==> src/rtl/ranked_weighted_random_select_macros.svh <==
// Assertion macros for the ranked weighted random select block.
// Depends on nothing; included by the top level only.
`ifndef RANKED_WEIGHTED_RANDOM_SELECT_MACROS_SVH
`define RANKED_WEIGHTED_RANDOM_SELECT_MACROS_SVH

// expression must hold at every clock edge outside reset
`define RWRS_ASSERT_ALWAYS(label, clk, rst, expr, msg) \
   label: assert property (@(posedge clk) disable iff (rst) (expr)) \
      else $error(msg);

// consequent must hold in the same cycle as the antecedent
`define RWRS_ASSERT_IMPLIES(label, clk, rst, ante, cons, msg) \
   label: assert property (@(posedge clk) disable iff (rst) (ante) |-> (cons)) \
      else $error(msg);

`endif

==> src/rtl/rwrs_pkg.sv <==
// Shared constants and types for the ranked weighted random select block.
// No dependencies; imported by every module of the block.
package rwrs_pkg;

   localparam int MAX_CANDIDATES_DEF = 8;

   localparam int RANK_W      = 8;
   localparam int WEIGHT_W    = 16;
   localparam int FRAC_W      = 16;
   localparam int KEPT_W      = 15;   // kept weights are positive, below 2^15
   localparam int FLOOR_W     = 9;
   localparam int THR_W       = 15;
   localparam int CHOSEN_W    = 3;

   localparam logic signed [FLOOR_W-1:0] RANK_FLOOR_RST = -9'sd1;
   localparam logic [THR_W-1:0]          THR_RST        = 15'd26;  // ~0.1 in Q8.8

   // register indexes of the csr port
   localparam logic CSR_RANK_FLOOR       = 1'b0;
   localparam logic CSR_WEIGHT_THRESHOLD = 1'b1;

   typedef struct packed {
      logic [RANK_W-1:0]   rank;
      logic [WEIGHT_W-1:0] weight;
   } cand_type;

   typedef struct packed {
      logic we;
      logic shift;
   } load_ctl_type;

   typedef struct packed {
      logic clear;
      logic insert;
      logic shift;
   } sort_ctl_type;

endpackage

==> src/rtl/rwrs_load_cell.sv <==
// One slot of the load chain: holds a candidate word in load order.
// Depends on rwrs_pkg; shifts toward the head during the replay pass.
module rwrs_load_cell
   import rwrs_pkg::*;
(
   input  logic         clock,
   input  load_ctl_type ctl,
   input  cand_type     load_data,
   input  cand_type     right_data,
   output cand_type     data
);

   cand_type data_ff, data_in;

   always_comb begin
      data_in = data_ff;
      if (ctl.we) begin
         data_in = load_data;
      end else if (ctl.shift) begin
         data_in = right_data;
      end
   end

   always_ff @(posedge clock) begin
      data_ff <= data_in;
   end

   assign data = data_ff;

endmodule

==> src/rtl/rwrs_sort_cell.sv <==
// One slot of the sorted chain: parallel insertion by ascending weight,
// stable for equal weights, then shift toward the head for the walk.
// Depends on rwrs_pkg.
module rwrs_sort_cell
   import rwrs_pkg::*;
#(
   parameter int IDX_W = 3
) (
   input  logic              clock,
   input  logic              reset,
   input  sort_ctl_type      ctl,
   input  logic [KEPT_W-1:0] new_w,
   input  logic [IDX_W-1:0]  new_idx,
   input  logic              left_valid,
   input  logic [KEPT_W-1:0] left_w,
   input  logic [IDX_W-1:0]  left_idx,
   input  logic              right_valid,
   input  logic [KEPT_W-1:0] right_w,
   input  logic [IDX_W-1:0]  right_idx,
   output logic              valid,
   output logic [KEPT_W-1:0] w,
   output logic [IDX_W-1:0]  idx
);

   logic              valid_ff, valid_in;
   logic [KEPT_W-1:0] w_ff, w_in;
   logic [IDX_W-1:0]  idx_ff, idx_in;
   logic              from_left, take_new;

   // left neighbor heavier: it moves one slot down the chain into us
   assign from_left = left_valid && (left_w > new_w);
   // equal weights stay ahead of the new word
   assign take_new  = left_valid && !from_left && (!valid_ff || (w_ff > new_w));

   always_comb begin
      valid_in = valid_ff;
      w_in     = w_ff;
      idx_in   = idx_ff;
      if (ctl.clear) begin
         valid_in = 1'b0;
      end else if (ctl.insert) begin
         if (from_left) begin
            valid_in = 1'b1;
            w_in     = left_w;
            idx_in   = left_idx;
         end else if (take_new) begin
            valid_in = 1'b1;
            w_in     = new_w;
            idx_in   = new_idx;
         end
      end else if (ctl.shift) begin
         valid_in = right_valid;
         w_in     = right_w;
         idx_in   = right_idx;
      end
   end

   always_ff @(posedge clock) begin
      if (reset) begin
         valid_ff <= 1'b0;
      end else begin
         valid_ff <= valid_in;
      end
   end

   always_ff @(posedge clock) begin
      w_ff   <= w_in;
      idx_ff <= idx_in;
   end

   assign valid = valid_ff;
   assign w     = w_ff;
   assign idx   = idx_ff;

endmodule

==> src/rtl/ranked_weighted_random_select.sv <==
// Top level of the ranked weighted random select block (roulette selection).
// Depends on rwrs_pkg, rwrs_load_cell, rwrs_sort_cell and the macros header.
//
//  channel | dir | handshake              | payload
//  --------+-----+------------------------+-----------------------------------
//  req     | in  | req_tvalid/req_tready  | tdata rank,weight,frac; tlast last
//  rsp     | out | rsp_tvalid/rsp_tready  | tdata chosen_index; tuser none
//  csr     | in  | csr_we (always taken)  | csr_index, csr_wdata
//
// Words load one per cycle into the load chain while req_tready is high. The
// word with tlast closes a decision of n stored words: the load chain replays
// them into the sorted chain (ST_INSERT), random * total is formed (ST_MUL),
// the sorted chain is walked (ST_WALK, skipped when nothing is kept) and the
// result is staged (ST_DONE). req_tready is low over that span, longer while
// the output register still holds an unaccepted word.
// Reset is synchronous, active high.
`include "ranked_weighted_random_select_macros.svh"

module ranked_weighted_random_select
   import rwrs_pkg::*;
#(
   parameter int MAX_CANDIDATES = MAX_CANDIDATES_DEF
) (
   input  logic        clock,
   input  logic        reset,
   // request channel
   input  logic        req_tvalid,
   output logic        req_tready,
   input  logic [39:0] req_tdata,   // [7:0] cand_rank, [23:8] cand_weight,
                                    // [39:24] random_frac
   input  logic        req_tlast,   // last_cand
   // result channel
   output logic        rsp_tvalid,
   input  logic        rsp_tready,
   output logic [7:0]  rsp_tdata,   // [2:0] chosen_index, [7:3] zero
   output logic        rsp_tuser,   // [0] none_chosen
   // configuration writes
   input  logic        csr_we,
   input  logic        csr_index,
   input  logic [14:0] csr_wdata
);

   localparam int IDX_W = $clog2(MAX_CANDIDATES);
   localparam int CNT_W = $clog2(MAX_CANDIDATES + 1);
   localparam int TOT_W = KEPT_W + $clog2(MAX_CANDIDATES);
   localparam int TGT_W = FRAC_W + TOT_W;
   localparam int XW    = (IDX_W > CHOSEN_W) ? IDX_W : CHOSEN_W;

   localparam logic [2:0] ST_LOAD   = 3'd0;
   localparam logic [2:0] ST_INSERT = 3'd1;
   localparam logic [2:0] ST_MUL    = 3'd2;
   localparam logic [2:0] ST_WALK   = 3'd3;
   localparam logic [2:0] ST_DONE   = 3'd4;

   // ---------------- registers ----------------
   logic [2:0]                  state_ff, state_in;
   logic [CNT_W-1:0]            count_ff, count_in;     // words loaded so far
   logic [CNT_W-1:0]            n_ff, n_in;             // words in this decision
   logic [CNT_W-1:0]            p_ff, p_in;             // replay position
   logic signed [FLOOR_W-1:0]   floor_ff;
   logic [THR_W-1:0]            thr_ff;
   logic signed [FLOOR_W-1:0]   top_ff, top_in;         // running top rank
   logic [FRAC_W-1:0]           frac_ff, frac_in;
   logic [TOT_W-1:0]            total_ff, total_in;
   logic                        any_kept_ff, any_kept_in;
   logic [TGT_W-1:0]            target_ff, target_in;
   logic [TOT_W-1:0]            cum_ff, cum_in;
   logic [CHOSEN_W-1:0]         res_idx_ff, res_idx_in;
   logic                        res_none_ff, res_none_in;
   logic                        rsp_valid_ff, rsp_valid_in;
   logic [CHOSEN_W-1:0]         rsp_idx_ff, rsp_idx_in;
   logic                        rsp_none_ff, rsp_none_in;

   // ---------------- request decode ----------------
   logic [RANK_W-1:0]           cand_rank;
   logic signed [WEIGHT_W-1:0]  cand_weight;
   logic [FRAC_W-1:0]           random_frac;
   logic                        acc, store, raise;
   logic signed [FLOOR_W-1:0]   top_base, rank_s;

   assign cand_rank   = req_tdata[7:0];
   assign cand_weight = req_tdata[23:8];
   assign random_frac = req_tdata[39:24];

   assign req_tready = (state_ff == ST_LOAD);
   assign acc        = req_tvalid && req_tready;
   assign store      = (count_ff < CNT_W'(MAX_CANDIDATES));
   assign rank_s     = $signed({1'b0, cand_rank});
   // a new decision starts its top rank from the floor register
   assign top_base   = (count_ff == '0) ? floor_ff : top_ff;
   assign raise      = store && (cand_weight > 16'sd0) && (rank_s > top_base);

   // ---------------- load chain ----------------
   cand_type     load_q [MAX_CANDIDATES];
   cand_type     load_word;
   cand_type     head;

   assign load_word.rank   = cand_rank;
   assign load_word.weight = cand_weight;
   assign head             = load_q[0];

   for (genvar k = 0; k < MAX_CANDIDATES; k++) begin : g_load
      load_ctl_type lctl;
      cand_type     right;
      assign lctl.we    = acc && store && (count_ff == CNT_W'(k));
      assign lctl.shift = (state_ff == ST_INSERT);
      if (k == MAX_CANDIDATES - 1) begin : g_tail
         assign right = '0;
      end else begin : g_mid
         assign right = load_q[k+1];
      end
      rwrs_load_cell u_cell (
         .clock      (clock),
         .ctl        (lctl),
         .load_data  (load_word),
         .right_data (right),
         .data       (load_q[k])
      );
   end

   // ---------------- filter on the replayed head ----------------
   logic                     keep;
   logic signed [16:0]       head_w17, thr17;

   assign head_w17 = $signed({head.weight[WEIGHT_W-1], head.weight});
   assign thr17    = $signed({2'b00, thr_ff});
   assign keep     = ($signed({1'b0, head.rank}) == top_ff) && (head_w17 > thr17);

   // ---------------- sorted chain ----------------
   sort_ctl_type             sctl;
   logic [MAX_CANDIDATES-1:0] sort_valid_vec;
   logic [KEPT_W-1:0]        sort_w   [MAX_CANDIDATES];
   logic [IDX_W-1:0]         sort_idx [MAX_CANDIDATES];
   logic [KEPT_W-1:0]        ins_w;
   logic [IDX_W-1:0]         ins_idx;
   logic [TOT_W-1:0]         cum_sum;
   logic                     hit;
   logic [XW-1:0]            head_idx_ext;

   assign ins_w   = head.weight[KEPT_W-1:0];
   assign ins_idx = p_ff[IDX_W-1:0];

   // roulette step: cumulative weight at the head against random * total
   assign cum_sum      = cum_ff + TOT_W'(sort_w[0]);
   assign hit          = (target_ff < {cum_sum, 16'b0});
   assign head_idx_ext = XW'(sort_idx[0]);

   always_comb begin
      sctl.clear  = acc && req_tlast;
      sctl.insert = (state_ff == ST_INSERT) && keep;
      sctl.shift  = (state_ff == ST_WALK) && !hit;
   end

   for (genvar k = 0; k < MAX_CANDIDATES; k++) begin : g_sort
      logic              lv, rv;
      logic [KEPT_W-1:0] lw, rw;
      logic [IDX_W-1:0]  li, ri;
      if (k == 0) begin : g_head
         // always open on the left: a new word may settle in the head slot
         assign lv = 1'b1;
         assign lw = '0;
         assign li = '0;
      end else begin : g_left
         assign lv = sort_valid_vec[k-1];
         assign lw = sort_w[k-1];
         assign li = sort_idx[k-1];
      end
      if (k == MAX_CANDIDATES - 1) begin : g_tail
         assign rv = 1'b0;
         assign rw = '0;
         assign ri = '0;
      end else begin : g_right
         assign rv = sort_valid_vec[k+1];
         assign rw = sort_w[k+1];
         assign ri = sort_idx[k+1];
      end
      rwrs_sort_cell #(.IDX_W(IDX_W)) u_cell (
         .clock       (clock),
         .reset       (reset),
         .ctl         (sctl),
         .new_w       (ins_w),
         .new_idx     (ins_idx),
         .left_valid  (lv),
         .left_w      (lw),
         .left_idx    (li),
         .right_valid (rv),
         .right_w     (rw),
         .right_idx   (ri),
         .valid       (sort_valid_vec[k]),
         .w           (sort_w[k]),
         .idx         (sort_idx[k])
      );
   end

   // ---------------- sequencer ----------------
   always_comb begin
      state_in    = state_ff;
      count_in    = count_ff;
      n_in        = n_ff;
      p_in        = p_ff;
      top_in      = top_ff;
      frac_in     = frac_ff;
      total_in    = total_ff;
      any_kept_in = any_kept_ff;
      target_in   = target_ff;
      cum_in      = cum_ff;
      res_idx_in  = res_idx_ff;
      res_none_in = res_none_ff;
      case (state_ff)
         ST_LOAD: begin
            if (acc) begin
               top_in = raise ? rank_s : top_base;
               if (store) begin
                  count_in = count_ff + CNT_W'(1);
               end
               if (req_tlast) begin
                  n_in        = store ? (count_ff + CNT_W'(1)) : count_ff;
                  count_in    = '0;
                  p_in        = '0;
                  frac_in     = random_frac;
                  total_in    = '0;
                  any_kept_in = 1'b0;
                  state_in    = ST_INSERT;
               end
            end
         end
         ST_INSERT: begin
            if (keep) begin
               total_in    = total_ff + TOT_W'(ins_w);
               any_kept_in = 1'b1;
            end
            p_in = p_ff + CNT_W'(1);
            if ((p_ff + CNT_W'(1)) == n_ff) begin
               state_in = ST_MUL;
            end
         end
         ST_MUL: begin
            target_in = TGT_W'(frac_ff) * TGT_W'(total_ff);
            cum_in    = '0;
            if (any_kept_ff) begin
               state_in = ST_WALK;
            end else begin
               res_idx_in  = '0;
               res_none_in = 1'b1;
               state_in    = ST_DONE;
            end
         end
         ST_WALK: begin
            // the last kept word always hits, since random < 1
            cum_in = cum_sum;
            if (hit) begin
               res_idx_in  = head_idx_ext[CHOSEN_W-1:0];
               res_none_in = 1'b0;
               state_in    = ST_DONE;
            end
         end
         ST_DONE: begin
            if (!rsp_valid_ff || rsp_tready) begin
               state_in = ST_LOAD;
            end
         end
         default: begin
            state_in = ST_LOAD;
         end
      endcase
   end

   // output register
   always_comb begin
      rsp_valid_in = rsp_valid_ff;
      rsp_idx_in   = rsp_idx_ff;
      rsp_none_in  = rsp_none_ff;
      if ((state_ff == ST_DONE) && (!rsp_valid_ff || rsp_tready)) begin
         rsp_valid_in = 1'b1;
         rsp_idx_in   = res_idx_ff;
         rsp_none_in  = res_none_ff;
      end else if (rsp_tready) begin
         rsp_valid_in = 1'b0;
      end
   end

   always_ff @(posedge clock) begin
      if (reset) begin
         state_ff     <= ST_LOAD;
         count_ff     <= '0;
         rsp_valid_ff <= 1'b0;
         floor_ff     <= RANK_FLOOR_RST;
         thr_ff       <= THR_RST;
      end else begin
         state_ff     <= state_in;
         count_ff     <= count_in;
         rsp_valid_ff <= rsp_valid_in;
         if (csr_we) begin
            case (csr_index)
               CSR_RANK_FLOOR:       floor_ff <= $signed(csr_wdata[FLOOR_W-1:0]);
               CSR_WEIGHT_THRESHOLD: thr_ff   <= csr_wdata[THR_W-1:0];
               default:              thr_ff   <= thr_ff;
            endcase
         end
      end
   end

   always_ff @(posedge clock) begin
      n_ff        <= n_in;
      p_ff        <= p_in;
      top_ff      <= top_in;
      frac_ff     <= frac_in;
      total_ff    <= total_in;
      any_kept_ff <= any_kept_in;
      target_ff   <= target_in;
      cum_ff      <= cum_in;
      res_idx_ff  <= res_idx_in;
      res_none_ff <= res_none_in;
      rsp_idx_ff  <= rsp_idx_in;
      rsp_none_ff <= rsp_none_in;
   end

   assign rsp_tvalid = rsp_valid_ff;
   assign rsp_tdata  = {5'b0, rsp_idx_ff};
   assign rsp_tuser  = rsp_none_ff;

   // ---------------- assertions ----------------
   `RWRS_ASSERT_ALWAYS(a_count_bound, clock, reset,
      count_ff <= CNT_W'(MAX_CANDIDATES), "load count beyond chain length")
   `RWRS_ASSERT_IMPLIES(a_walk_head_valid, clock, reset,
      state_ff == ST_WALK, sort_valid_vec[0], "roulette walk ran off the sorted chain")
   `RWRS_ASSERT_ALWAYS(a_sort_packed, clock, reset,
      (sort_valid_vec & (sort_valid_vec + MAX_CANDIDATES'(1))) == '0,
      "sorted chain has a gap")

endmodule
==> config.mk <==
export PLATFORM = sky130hd
export DESIGN_NAME = ranked_weighted_random_select
export DESIGN_NICKNAME = d
export VERILOG_FILES = /design/src/rtl/rwrs_pkg.sv /design/src/rtl/rwrs_load_cell.sv /design/src/rtl/rwrs_sort_cell.sv /design/src/rtl/ranked_weighted_random_select.sv
export VERILOG_INCLUDE_DIRS = /design/src /design/src/rtl
export SDC_FILE = /design/constraint.sdc
export NUM_CORES = 2
export LEC_CHECK = 0
export ABC_AREA = 1
export BUFFER_PORTS_ARGS = -buffer_cell sky130_fd_sc_hd__buf_2
export CAP_MARGIN = 40
export CELL_PAD_IN_SITES_DETAIL_PLACEMENT = 1
export CELL_PAD_IN_SITES_GLOBAL_PLACEMENT = 1
export CORE_ASPECT_RATIO = 0.8
export CORE_UTILIZATION = 53
export DETAILED_ROUTE_END_ITERATION = 8
export GPL_TIMING_DRIVEN = 0
export PLACE_DENSITY = 0.89
export SLEW_MARGIN = 20
export SYNTH_ARGS = -nofsm -noshare
export SYNTH_HDL_FRONTEND = slang
export SYNTH_HIERARCHICAL = 1
export SYNTH_SLANG_ARGS = --single-unit
export TNS_END_PERCENT = 1
==> constraint.sdc <==
create_clock -name clock -period 8.8 [get_ports clock]
set_input_delay 1.76 -clock clock [delete_from_list [all_inputs] [get_ports clock]]
set_output_delay 1.76 -clock clock [all_outputs]
set_load 0.01 [all_outputs]
### After elaboration in Yosys (flattened, before gate mapping)

Cells that the tools add are included.

| storage, ports and cells | value |
|---|---|
| register bits | 488 |
| logic and storage cells | 355 |
| bits of input ports | 62 |

| operators by class | value |
|---|---|
| bitwise logic cells | 2 |
| equal/unequal tests | 28 |
| reduce and logical (&&, ||, !) cells | 105 |
| $add $sub $neg | 4 |
| mux-type cells | 143 |
| magnitude comparators | 14 |
| multipliers | 1 |

Operator list:

| kind | number |
|---|---|
| 15-bit two-way mux | 32 |
| 24-bit two-way mux | 16 |
| 15-bit greater-than comparator | 8 |
| 3-bit two-way mux | 40 |
| 18-bit one-hot mux with 2 select lines | 2 |
| 18-bit two-way mux | 3 |
| 1-bit logical AND | 39 |
| 1-bit two-way mux | 39 |
| 18-bit by 15-bit adder with 18-bit output | 2 |
| 34-bit less-than comparator | 1 |
| 16-bit by 18-bit multiplier with 34-bit output | 1 |
| 3-bit AND reduction | 11 |
| 2-bit nonzero test | 12 |
| 2-bit AND reduction | 11 |
| 3-bit by 1-bit inequality test with 1-bit output (second input constant) | 7 |
| 1-bit logical NOT | 18 |
| 4-bit by 3-bit == test with 1-bit output (second input constant) | 4 |
| 16-bit by 1-bit greater-than comparator with 1-bit output (second input constant) | 1 |
| 16-bit greater-than comparator | 1 |
| 4-bit two-way mux | 4 |
| 1-bit by 15-bit greater-than comparator with 1-bit output (first input constant) | 1 |
| 3-bit one-hot mux with 5 select lines | 1 |
| 9-bit == test | 1 |
| 9-bit greater-than comparator | 1 |
| other kinds (23) | 41 |

### Depth between registers and ports, before layout

| depth | value |
|---|---|
| depth after elaboration | 8 |
| depth in mapped cells | 28 |
| gate-level depth less buffers | 26 |

### Modules after synthesis

Netlist, hierarchy kept.

Modules (own cells, without submodules):

| module | sequential area each (um2) | cells an instance | instances | area each (um2) |
|---|---|---|---|---|
| ranked_weighted_random_select | 3523.4 | 2263 | 1 | 17639.4 |
| rwrs_sort_cell (g_sort[0].u_cell ...) | 560.5 | 263 | 7 | 1838.0 |
| rwrs_load_cell | 720.7 | 103 | 8 | 1082.3 |
| rwrs_sort_cell (g_sort[7].u_cell) | 560.5 | 263 | 1 | 1844.3 |

### Worst setup path before layout

Ideal clock, no wire load.

| path | value |
|---|---|
| path kind | flip-flop to flip-flop |
| from | register frac_ff[12] |
| to | register target_ff[33], data pin |
| slack | 3.238 ns |
| arrival time | 5.309 ns |
| stages on the path, launching flop included | 24 |
| required time | 8.548 ns |
| library setup time | 0.252 ns |
| clock period less this slack | 5.562 ns |
| path buffers | 2 |
| path through | edfxtp_1 -> clkbuf_1 -> clkbuf_1 -> nand2_1 -> fa_1 -> inv_1 -> fa_1 -> fa_1 -> fa_1 -> fa_1 -> inv_1 -> fa_1 -> inv_1 -> ha_1 -> a21oi_1 -> nor2_1 -> nor2_1 -> nor2_1 -> nor2_1 -> nor2_1 -> nor2_1 -> nand2_1 -> nand2_1 -> nand2_1 |

| between the ends | value |
|---|---|
| longest elaborated chain between the ends | 1 |

RTL lines:

| element | RTL line | RTL |
|---|---|---|
| from (decl) | ranked_weighted_random_select.sv:63 | `logic [FRAC_W-1:0] frac_ff, frac_in;` |
| from (signal assigned) | ranked_weighted_random_select.sv:307 | `frac_ff <= frac_in;` |
| 16-bit by 18-bit multiplier with 34-bit output | ranked_weighted_random_select.sv:238 | `target_in = TGT_W'(frac_ff) * TGT_W'(total_ff);` |
| to (signal assigned) | ranked_weighted_random_select.sv:310 | `target_ff <= target_in;` |
| to (decl) | ranked_weighted_random_select.sv:66 | `logic [TGT_W-1:0] target_ff, target_in;` |

No other way between the ends.
A chain may end at the register's enable or synchronous reset.

### Worst setup path after layout

| path | value |
|---|---|
| from | register total_ff[7] |
| to | register target_ff[33], data pin |

| between the ends | value |
|---|---|
| longest elaborated chain between the ends | 1 |

RTL lines:

| element | RTL line | RTL |
|---|---|---|
| from (decl) | ranked_weighted_random_select.sv:64 | `logic [TOT_W-1:0] total_ff, total_in;` |
| from (signal assigned) | ranked_weighted_random_select.sv:308 | `total_ff <= total_in;` |
| 16-bit by 18-bit multiplier with 34-bit output | ranked_weighted_random_select.sv:238 |  |

No other way between the ends.

==> results.tsv <==
metric	value	unit
status	completed	
totalPowerFinal	16400	uW
avgSynthCellArea	7.90	um2
hold_path_depth	2	
die_width	313	um
grt_pass1_vias	39600	
synth_area_leaders	edfxtp_1, nand2_1, ha_1, fa_1, inv_1	
n_antenna_cell	0	
power_per_cell_area	365	nW/um2
post_cts_resized	0	
cts-buffers-inserted	51	
r2r_slack	1.64	ns
track_usage	0.353	
hold_buffers	0	
skew	0.0541	ns
peakVddDrop	0.672	mV
worstPathArrival	7.56	ns
relSlewSlack	0.374	
rows	90	
synth.largest_area_cell	edfxtp_1	
p_comb_frac	0.664	
slowest_delay	0.69	ns
wirelength	139	mm
worst_pin_slew	0.939	ns
reg2reg_depth	23	
ys.flop_type	edfxtp_1	
die_h	251	um
synth_edf_count	432	
power_frac_seq	0.197	
worstPathRequired	9.20	ns
nets	6112	
syn_to_final_growth	9.59	%
power.share.clock	0.139	
n_fill_cell	9402	
drt-initial-drc-count	2660	
clk_latency	0.67	ns
initial_utilization	0.540	
drc	0	
postCtsSetupBuffers	0	
antenna_found_initial	2	
synth-seq-cells	472	
r2r_end	target_ff[33]	
p_sw	8600	uW
clkTransAtPathRegs	0.06	ns
finalSetupTns	0	ns
finalSetupViolCount	0	
internal_power	7820	uW
core_region_area	76000	um2
crit_path_start_kind	flip-flop	
p_leak	0.0231	uW
path_buf_inv	5	
ant_nets	0	
crit_path_end_kind	flip-flop	
synthCells	5191	
multi_input_area	23100	um2
crit_chain	clkbuf_1 > clkbuf_1 > nand2_1 > fa_1 > inv_1 > fa_1 > fa_1 > fa_1 > fa_1 > inv_1 > fa_1 > inv_1 > ha_1 > a21oi_1 > nor2_1 > nor2_1 > nor2_1 > nor2_1 > nor2_1 > nor2_1 > nand2_1 > nand2_1 > nand2_1	
rr_startpoint	total_ff[7]	
async_flop_share	0	
grt_max_degree	25	
yosysWarnings	6	
fmax	140	MHz
vias	36200	
hold_slack	0.470	ns
drive_above_1_share	0.0732	
clockBufferDepth	3	
hold_viol_final	0	
regArea	13800	um2
drt_pass1_iterations	5	
synth.most_common_cell	nand2_1	
grt_pass1_wl	217	mm
crit_family	adder cells	
gp_congestion	0.926	
synthTopCellsByCount	nand2_1, inv_1, edfxtp_1, ha_1, nor2_1	
hold_end	thr_ff[12]	
synth_top_area_frac	0.316	
min_path_type	reg2reg	
synthDistinctLibCells	59	
root_buffer	clkbuf_16	
clkSinkCount	472	
ios	73	
dieArea	78500	um2
avgRoutedWirePerCell	21.5	um
synth_area	41000	um2
critPathSlowestCell	clkbuf_1	
h-tree-depth	2	
switching_share	0.524	
cts_tree	yes	
gr-total-overflow	0	
via_per_inst	5.60	
dp_hpwl	105	mm
drv_cap	0	
yosysSeqAreaShare	0.336	
finalMaxSlewViolations	0	
port_buffers	67	
min_from	thr_ff[12]	
period_needed	7.16	ns
finalCritPeriodShare	0.814	
rsz0062_at_grt	no	
worst-setup-path-type	reg2reg	
cp_max_fo	10	
-- placed cells by master (no fill, tap or decap), drive strengths merged, types with 159 or more instances in the layout --
cell type,count
edfxtp,432
buf,176
ha,418
fa,223
inv,869
nor2,354
a21oi,201
clkbuf,159
nand2,1957
o21ai,224
-- worst min-delay path: stages, from the launching register on --
cell and delay, ns:
dfxtp_1 0.30, inv_1 0.06, a21oi_1 0.06
-- worst max-delay path by stage --
stage,from,endpoint,cells past startpoint
after floorplan,frac_ff[12],target_ff[33],23
after global placement,g_load[0].u_cell/data[0],g_sort[7].u_cell/w[10],14
after detailed placement,total_ff[7],target_ff[33],23
after CTS,frac_ff[12],target_ff[33],23
after global routing,total_ff[7],target_ff[31],22
final,total_ff[7],target_ff[33],23
-- routing by layer --
layer  global-route usage  routed length [um]  vias up
li1                     -                   -    16600
met1                0.444               56800    17800
met2                0.595               66100     1386
met3               0.0695               10100      424
met4                0.142                5760        4
met5                    0                  22        -
-- power by group through the flow --
| stage | registers (uW) | clock network [uW] | logic [uW] |
|---|---|---|---|
| after global placement | 3260 | 0 | 9640 |
| final | 3230 | 2280 | 10900 |
| after floorplan | 3130 | 0 | 7040 |
| after detailed placement | 3270 | 0 | 10300 |
| after global routing | 3240 | 2370 | 11900 |
| after CTS | 3230 | 2300 | 10600 |
-- kinds of logic (layout without fill, tap and decap cells) --
logic type	Yosys count	after routing	synth area share
flops	472	472	0.336
compound gates	481	481	0.0631
simple gates	2517	2517	0.247
fa+ha+maj	641	641	0.236
mux	1	1	0.000549
xor+xnor	29	29	0.00619
buf+inv	1048	1227	0.110
other cells	2	83	0.000183
-- layout make-up --
| type | instances | area share |
|---|---|---|
| inverter | 869 | 0.0739 |
| tap | 1012 | 0.0282 |
| multi-input combinational | 3752 | 0.513 |
| buffer | 179 | 0.0268 |
| sequential | 472 | 0.306 |
| clock inverter | 23 | 0.00540 |
| timing repair buffer | 84 | 0.0133 |
| clock buffer | 72 | 0.0329 |
-- state kept, by name, summed over array words and instances (netlist names), 8 cells and up --
signal               flops
g_load.u_cell/data     192
g_sort.u_cell/w        120
g_sort.u_cell/idx       24
cum_ff                  18
target_ff               18
total_ff                18
frac_ff                 16
thr_ff                  15
floor_ff                 9
top_ff                   9
g_sort.u_cell/valid      8
-- per-stage QoR --
stage | worst slack [ns] | cell area [um2] | std cells | utilization
3_5_place_dp | 1.90 | 43200 | 6366 | 0.568
3_3_place_gp | 1.88 | 42900 | 6351 | 0.565
6_report | 1.64 | 44900 | 6463 | 0.591
2_1_floorplan | 3.24 | 41300 | 5272 | -
4_1_cts | 1.79 | 44900 | 6461 | 0.591
5_1_grt | 1.46 | 44900 | 6463 | 0.591
No activity file was read; power rests on OpenSTA's default activity.
